### src/design/lcns_pkg.sv
// Package for the loop candidate nearest-pair selector.
// Holds request, result and id structs, request and config codes, and shared constants.
package lcns_pkg;

	localparam int MaxQueryDef = 64;
	localparam int MaxKeepDef  = 16;
	localparam int OutLimit    = 16;

	localparam logic [31:0] NodeThrReset   = 32'd65536;
	localparam logic [31:0] TravelThrReset = 32'd655360;
	localparam logic [4:0]  NumCandReset   = 5'd8;

	localparam logic [1:0] CfgNodeThr   = 2'd0;
	localparam logic [1:0] CfgTravelThr = 2'd1;
	localparam logic [1:0] CfgNumCand   = 2'd2;

	typedef enum logic [1:0] {
		REQ_START  = 2'd0,
		REQ_QUERY  = 2'd1,
		REQ_REF    = 2'd2,
		REQ_FINISH = 2'd3
	} req_kind_t;

	typedef struct packed {
		logic [1:0]         req_type;
		logic [23:0]        node_id;
		logic [15:0]        map_id;
		logic signed [31:0] pos_x;
		logic signed [31:0] pos_y;
		logic [47:0]        accum_dist;
	} req_t;

	typedef struct packed {
		logic        found;
		logic [23:0] query_node;
		logic [23:0] ref_node;
		logic [15:0] ref_map;
		logic [63:0] dist_sq;
		logic        last;
	} res_t;

	typedef struct packed {
		logic [23:0] qid;
		logic [23:0] rid;
		logic [15:0] map;
	} pair_ids_t;

	// Squared distance of two positions, saturating at 64 bits.
	function automatic logic [63:0] dist_sq_f(input logic [31:0] ax, input logic [31:0] ay,
			input logic [31:0] bx, input logic [31:0] by);
		logic signed [32:0] dx;
		logic signed [32:0] dy;
		logic [32:0] adx;
		logic [32:0] ady;
		logic [63:0] sx;
		logic [63:0] sy;
		logic [64:0] s;
		dx = {ax[31], ax} - {bx[31], bx};
		dy = {ay[31], ay} - {by[31], by};
		adx = dx[32] ? 33'(-dx) : 33'(dx);
		ady = dy[32] ? 33'(-dy) : 33'(dy);
		sx = adx[32] ? '1 : adx[31:0] * adx[31:0];
		sy = ady[32] ? '1 : ady[31:0] * ady[31:0];
		s = {1'b0, sx} + {1'b0, sy};
		dist_sq_f = s[64] ? '1 : s[63:0];
	endfunction

endpackage

### src/design/lcns_ctrl.sv
// Controller state machine of the loop candidate selector.
// Depends on lcns_pkg; drives the datapath through command signals.
module lcns_ctrl (
	input  logic clk,
	input  logic arst_n,
	input  logic start,
	input  logic [1:0] req_type,
	input  logic stopped,
	input  logic root_done,
	input  logic scan_done,
	input  logic emit_done,
	output logic busy,
	output logic cmd_accept,
	output logic cmd_root,
	output logic cmd_check,
	output logic cmd_scan,
	output logic cmd_emit
);

	typedef enum logic [5:0] {
		ST_IDLE  = 6'b000001,
		ST_ROOT  = 6'b000010,
		ST_CHECK = 6'b000100,
		ST_SCAN  = 6'b001000,
		ST_EMIT  = 6'b010000,
		ST_WAIT  = 6'b100000
	} state_t;

	state_t state_q;

	assign busy       = (state_q != ST_IDLE);
	assign cmd_accept = start && !busy;
	assign cmd_root   = (state_q == ST_ROOT);
	assign cmd_check  = (state_q == ST_CHECK);
	assign cmd_scan   = (state_q == ST_SCAN);
	assign cmd_emit   = (state_q == ST_EMIT);

	always_ff @(posedge clk or negedge arst_n) begin
		if (!arst_n) begin
			state_q <= ST_IDLE;
		end else begin
			case (state_q)
				ST_IDLE: begin
					if (cmd_accept) begin
						if (req_type == lcns_pkg::REQ_REF && !stopped)
							state_q <= ST_ROOT;
						else if (req_type == lcns_pkg::REQ_FINISH)
							state_q <= ST_EMIT;
					end
				end
				ST_ROOT:  if (root_done) state_q <= ST_CHECK;
				ST_CHECK: state_q <= ST_WAIT;
				ST_WAIT:  state_q <= stopped ? ST_IDLE : ST_SCAN;
				ST_SCAN:  if (scan_done) state_q <= ST_IDLE;
				ST_EMIT:  if (emit_done) state_q <= ST_IDLE;
				default:  state_q <= ST_IDLE;
			endcase
		end
	end

endmodule

### config.mk
export PLATFORM = sky130hd
export DESIGN_NAME = lcns_ctrl
export DESIGN_NICKNAME = d
export VERILOG_FILES = /design/src/design/lcns_pkg.sv /design/src/design/lcns_ctrl.sv
export SDC_FILE = /design/constraint.sdc
export NUM_CORES = 1
export LEC_CHECK = 0
export BUFFER_PORTS_ARGS = -buffer_cell sky130_fd_sc_hd__buf_2
export CORE_AREA = 2 2 39 41
export DETAILED_ROUTE_END_ITERATION = 10
export DIE_AREA = 0 0 41 43
export GPL_TIMING_DRIVEN = 0
export PLACE_DENSITY = 0.62
export SLEW_MARGIN = 0
export SYNTH_ARGS = -nofsm -noshare
export SYNTH_HDL_FRONTEND = slang
export SYNTH_SLANG_ARGS = --single-unit
### constraint.sdc
create_clock -name clk -period 1.4 [get_ports clk]
set_input_delay 0.21 -clock clk [delete_from_list [all_inputs] [get_ports clk]]
set_output_delay 0.21 -clock clk [all_outputs]
set_load 0.1 [all_outputs]
==> impl_metrics.env <==
export IMPL_cts_tree="yes"
export IMPL_power_uw=1210
export IMPL_cts_made_buffers=3
export IMPL_critPathArrivalTime_ns=1.43
export IMPL_avgSynthCellArea_um2=9.84
export IMPL_htreeDepth=1
export IMPL_syn_area_um2=364
export IMPL_hold_violations=0
export IMPL_synthFlopType="dfrtp_1"
export IMPL_status="finished with violations"
export IMPL_setup_viol_count_final=7
export IMPL_hold_depth=2
export IMPL_postLayoutCoreUtil=0.575
export IMPL_finalWorstSetupSlack_ns=-0.242
export IMPL_critPathLaunchType="flop"
export IMPL_skew_ns=0.00203
export IMPL_vias=404
export IMPL_via_per_inst=4.75
export IMPL_top_register="state_q"
export IMPL_drc=0
export IMPL_netlist_instances=37
export IMPL_cp_top_family="simple AND/OR/NAND/NOR gates"
export IMPL_slew_headroom=0.793
export IMPL_regArea_um2=156
export IMPL_gp_congestion=0.688
export IMPL_grt_pass1_wl_um=1590
export IMPL_dp_cells=67
export IMPL_cpPeakStageDelay_ns=0.45
export IMPL_cp_cell_sequence="nor3_4 > and3_4 > and2_4 > buf_12"
export IMPL_yosysUniqueCellTypes=20
export IMPL_async_flop_share=1.00
export IMPL_io_buffers=14
export IMPL_multi_input_comb_area_um2=297
export IMPL_finalNetCount=79
export IMPL_max_freq_mhz=609
export IMPL_ir_worst_vdd_mv=1.04
export IMPL_placed_area_um2=507
export IMPL_drv_slew=0
export IMPL_grt_overflow_total=0
export IMPL_stdcell_area_um2=796
export IMPL_start_util=0.263
export IMPL_clk_latency_ns=0.25
export IMPL_r2r_worst_path_cells=7
export IMPL_worst_pin_slew_ns=0.310
export IMPL_largest_reg_flops=6
export IMPL_diodes=0
export IMPL_drt_pass1_iterations=3
export IMPL_coreArea_um2=1380
export IMPL_yosysSeqAreaShare=0.416
export IMPL_synth_yosys_warnings=0
export IMPL_area_growth_pct=119
export IMPL_post_drt_wl_per_cell_um=13.1
export IMPL_track_usage=0.142
export IMPL_wirelength_um=1110
export IMPL_synth_edf_count=0
export IMPL_antenna_found_initial=0
export IMPL_hpwlAfterDp_um=647
export IMPL_p_per_area_nw_per_um2=1520
export IMPL_clkTransAtPathRegs_ns=0.05
export IMPL_reg_top3="state_q (6)"
export IMPL_grt_pass1_vias=370
export IMPL_crit_type="flop to primary output"
export IMPL_final_cells=85
export IMPL_rows=14
export IMPL_leakagePower_uw=0.000355
export IMPL_die_h_um=43
export IMPL_dieArea_um2=1760
export IMPL_drtIter0Drc=7
export IMPL_final_layout_size_suffix_gt1_frac=0.783
export IMPL_crit_required_ns=1.19
export IMPL_ant_nets=0
export IMPL_hold_path_class="input port to flop"
export IMPL_cts_buffer_depth=2
export IMPL_period_share=1.17
export IMPL_rsz0062_at_grt="true"
export IMPL_root_buffer="clkbuf_4"
export IMPL_violations="setup timing"
export IMPL_grt_max_degree=7
export IMPL_worst_path_buf_inv=1
export IMPL_end_kind="primary output"
export IMPL_post_route_min_period_ns=1.64
export IMPL_crit_path_top_delay_cell="dfrtp_2"
export IMPL_worst_path_max_fanout=4
export IMPL_cts_num_sinks=6
export IMPL_nFillCells=113
export IMPL_ys_ff_latch=6
export IMPL_io_pins=15
export IMPL_maxCapViolations=0
export IMPL_syn_num_nets=46
export IMPL_die_x_um=41
export IMPL_holdWs_ns=0.152
export IMPL_path_depth=4
through the flow:
step / setup WS, ns / setup TNS [ns]
floorplan: -0.409 / -1.44
global placement: -0.234 / -0.872
detailed placement: -0.247 / -0.904
CTS: -0.221 / -0.992
global route: -0.293 / -1.68
finish: -0.242 / -1.24
report_power, final:
| part | total, µW | internal [µW] | switching (µW) |
|---|---|---|---|
| Clock | 179 | 108 | 70.2 |
| Sequential | 228 | 204 | 23.9 |
| Combinational | 799 | 360 | 439 |
worst paths after layout:
check                                        from                      to  slack (ns)
max                        state_q[2]$_DFFE_PN0P_              cmd_accept       -0.24
min                                     root_done  state_q[1]$_DFFE_PN0P_        0.15
max reg2reg                state_q[3]$_DFFE_PN0P_  state_q[0]$_DFFE_PN1P_       -0.01
min reg2reg                state_q[5]$_DFFE_PN0P_  state_q[5]$_DFFE_PN0P_        0.63
max in group asynchronous                  arst_n  state_q[0]$_DFFE_PN1P_        0.87
min in group asynchronous                  arst_n  state_q[2]$_DFFE_PN0P_        0.31
synth_stat cells (2+ instances only):
master / n / area share
dfrtp_1: 5 / 0.34
nand2_1: 5 / 0.052
nor2_1: 4 / 0.041
inv_1: 3 / 0.031
nor3b_1: 3 / 0.062
nand4_1: 2 / 0.034
o41ai_2: 2 / 0.089
cell families (layout without fill, tap and decap cells):
group | Yosys count | in the layout | synth area share
buffers and inverters | 4 | 36 | 0.0412
AND/OR/NAND/NOR | 22 | 22 | 0.375
AO/OA/AOI/OAI | 5 | 5 | 0.168
flip-flops | 6 | 6 | 0.416
area by class of cell:
type,count,share of cell area
Multi-Input combinational cell,27,0.373
Timing Repair Buffer,28,0.351
Sequential cell,6,0.197
Clock buffer,4,0.0330
Tap cell,16,0.0252
Inverter,4,0.0220
cell usage in the layout (no fill, tap or decap), types with 2 or more instances in the layout:
cell and instances:
buf_12 6, buf_2 8, buf_4 10, buf_6 3, clkbuf_4 3, dfrtp_2 4, inv_1 3, nand2_1 2
nand2_2 2, nand4_1 2, nor2_1 2, nor2_4 3, nor3b_4 3
per-layer routing:
layer  track usage  up-vias  share of wire
met1         0.171      193           0.41
met2         0.200       13           0.53
met4         0.120        0          0.018
met5             0        -              0
li1              -      196              -
met3        0.0314        2          0.036
repair_timing:
item / in CTS / in global routing
gates resized for setup: 29 / 10
hold buffers: 1 / 0
endpoints found under the hold margin: 6 / 0
endpoints found under the setup margin: 6 / 9
setup buffers: 8 / 5
pin swaps: 5 / 9
No activity file was read; power rests on OpenSTA's default activity.
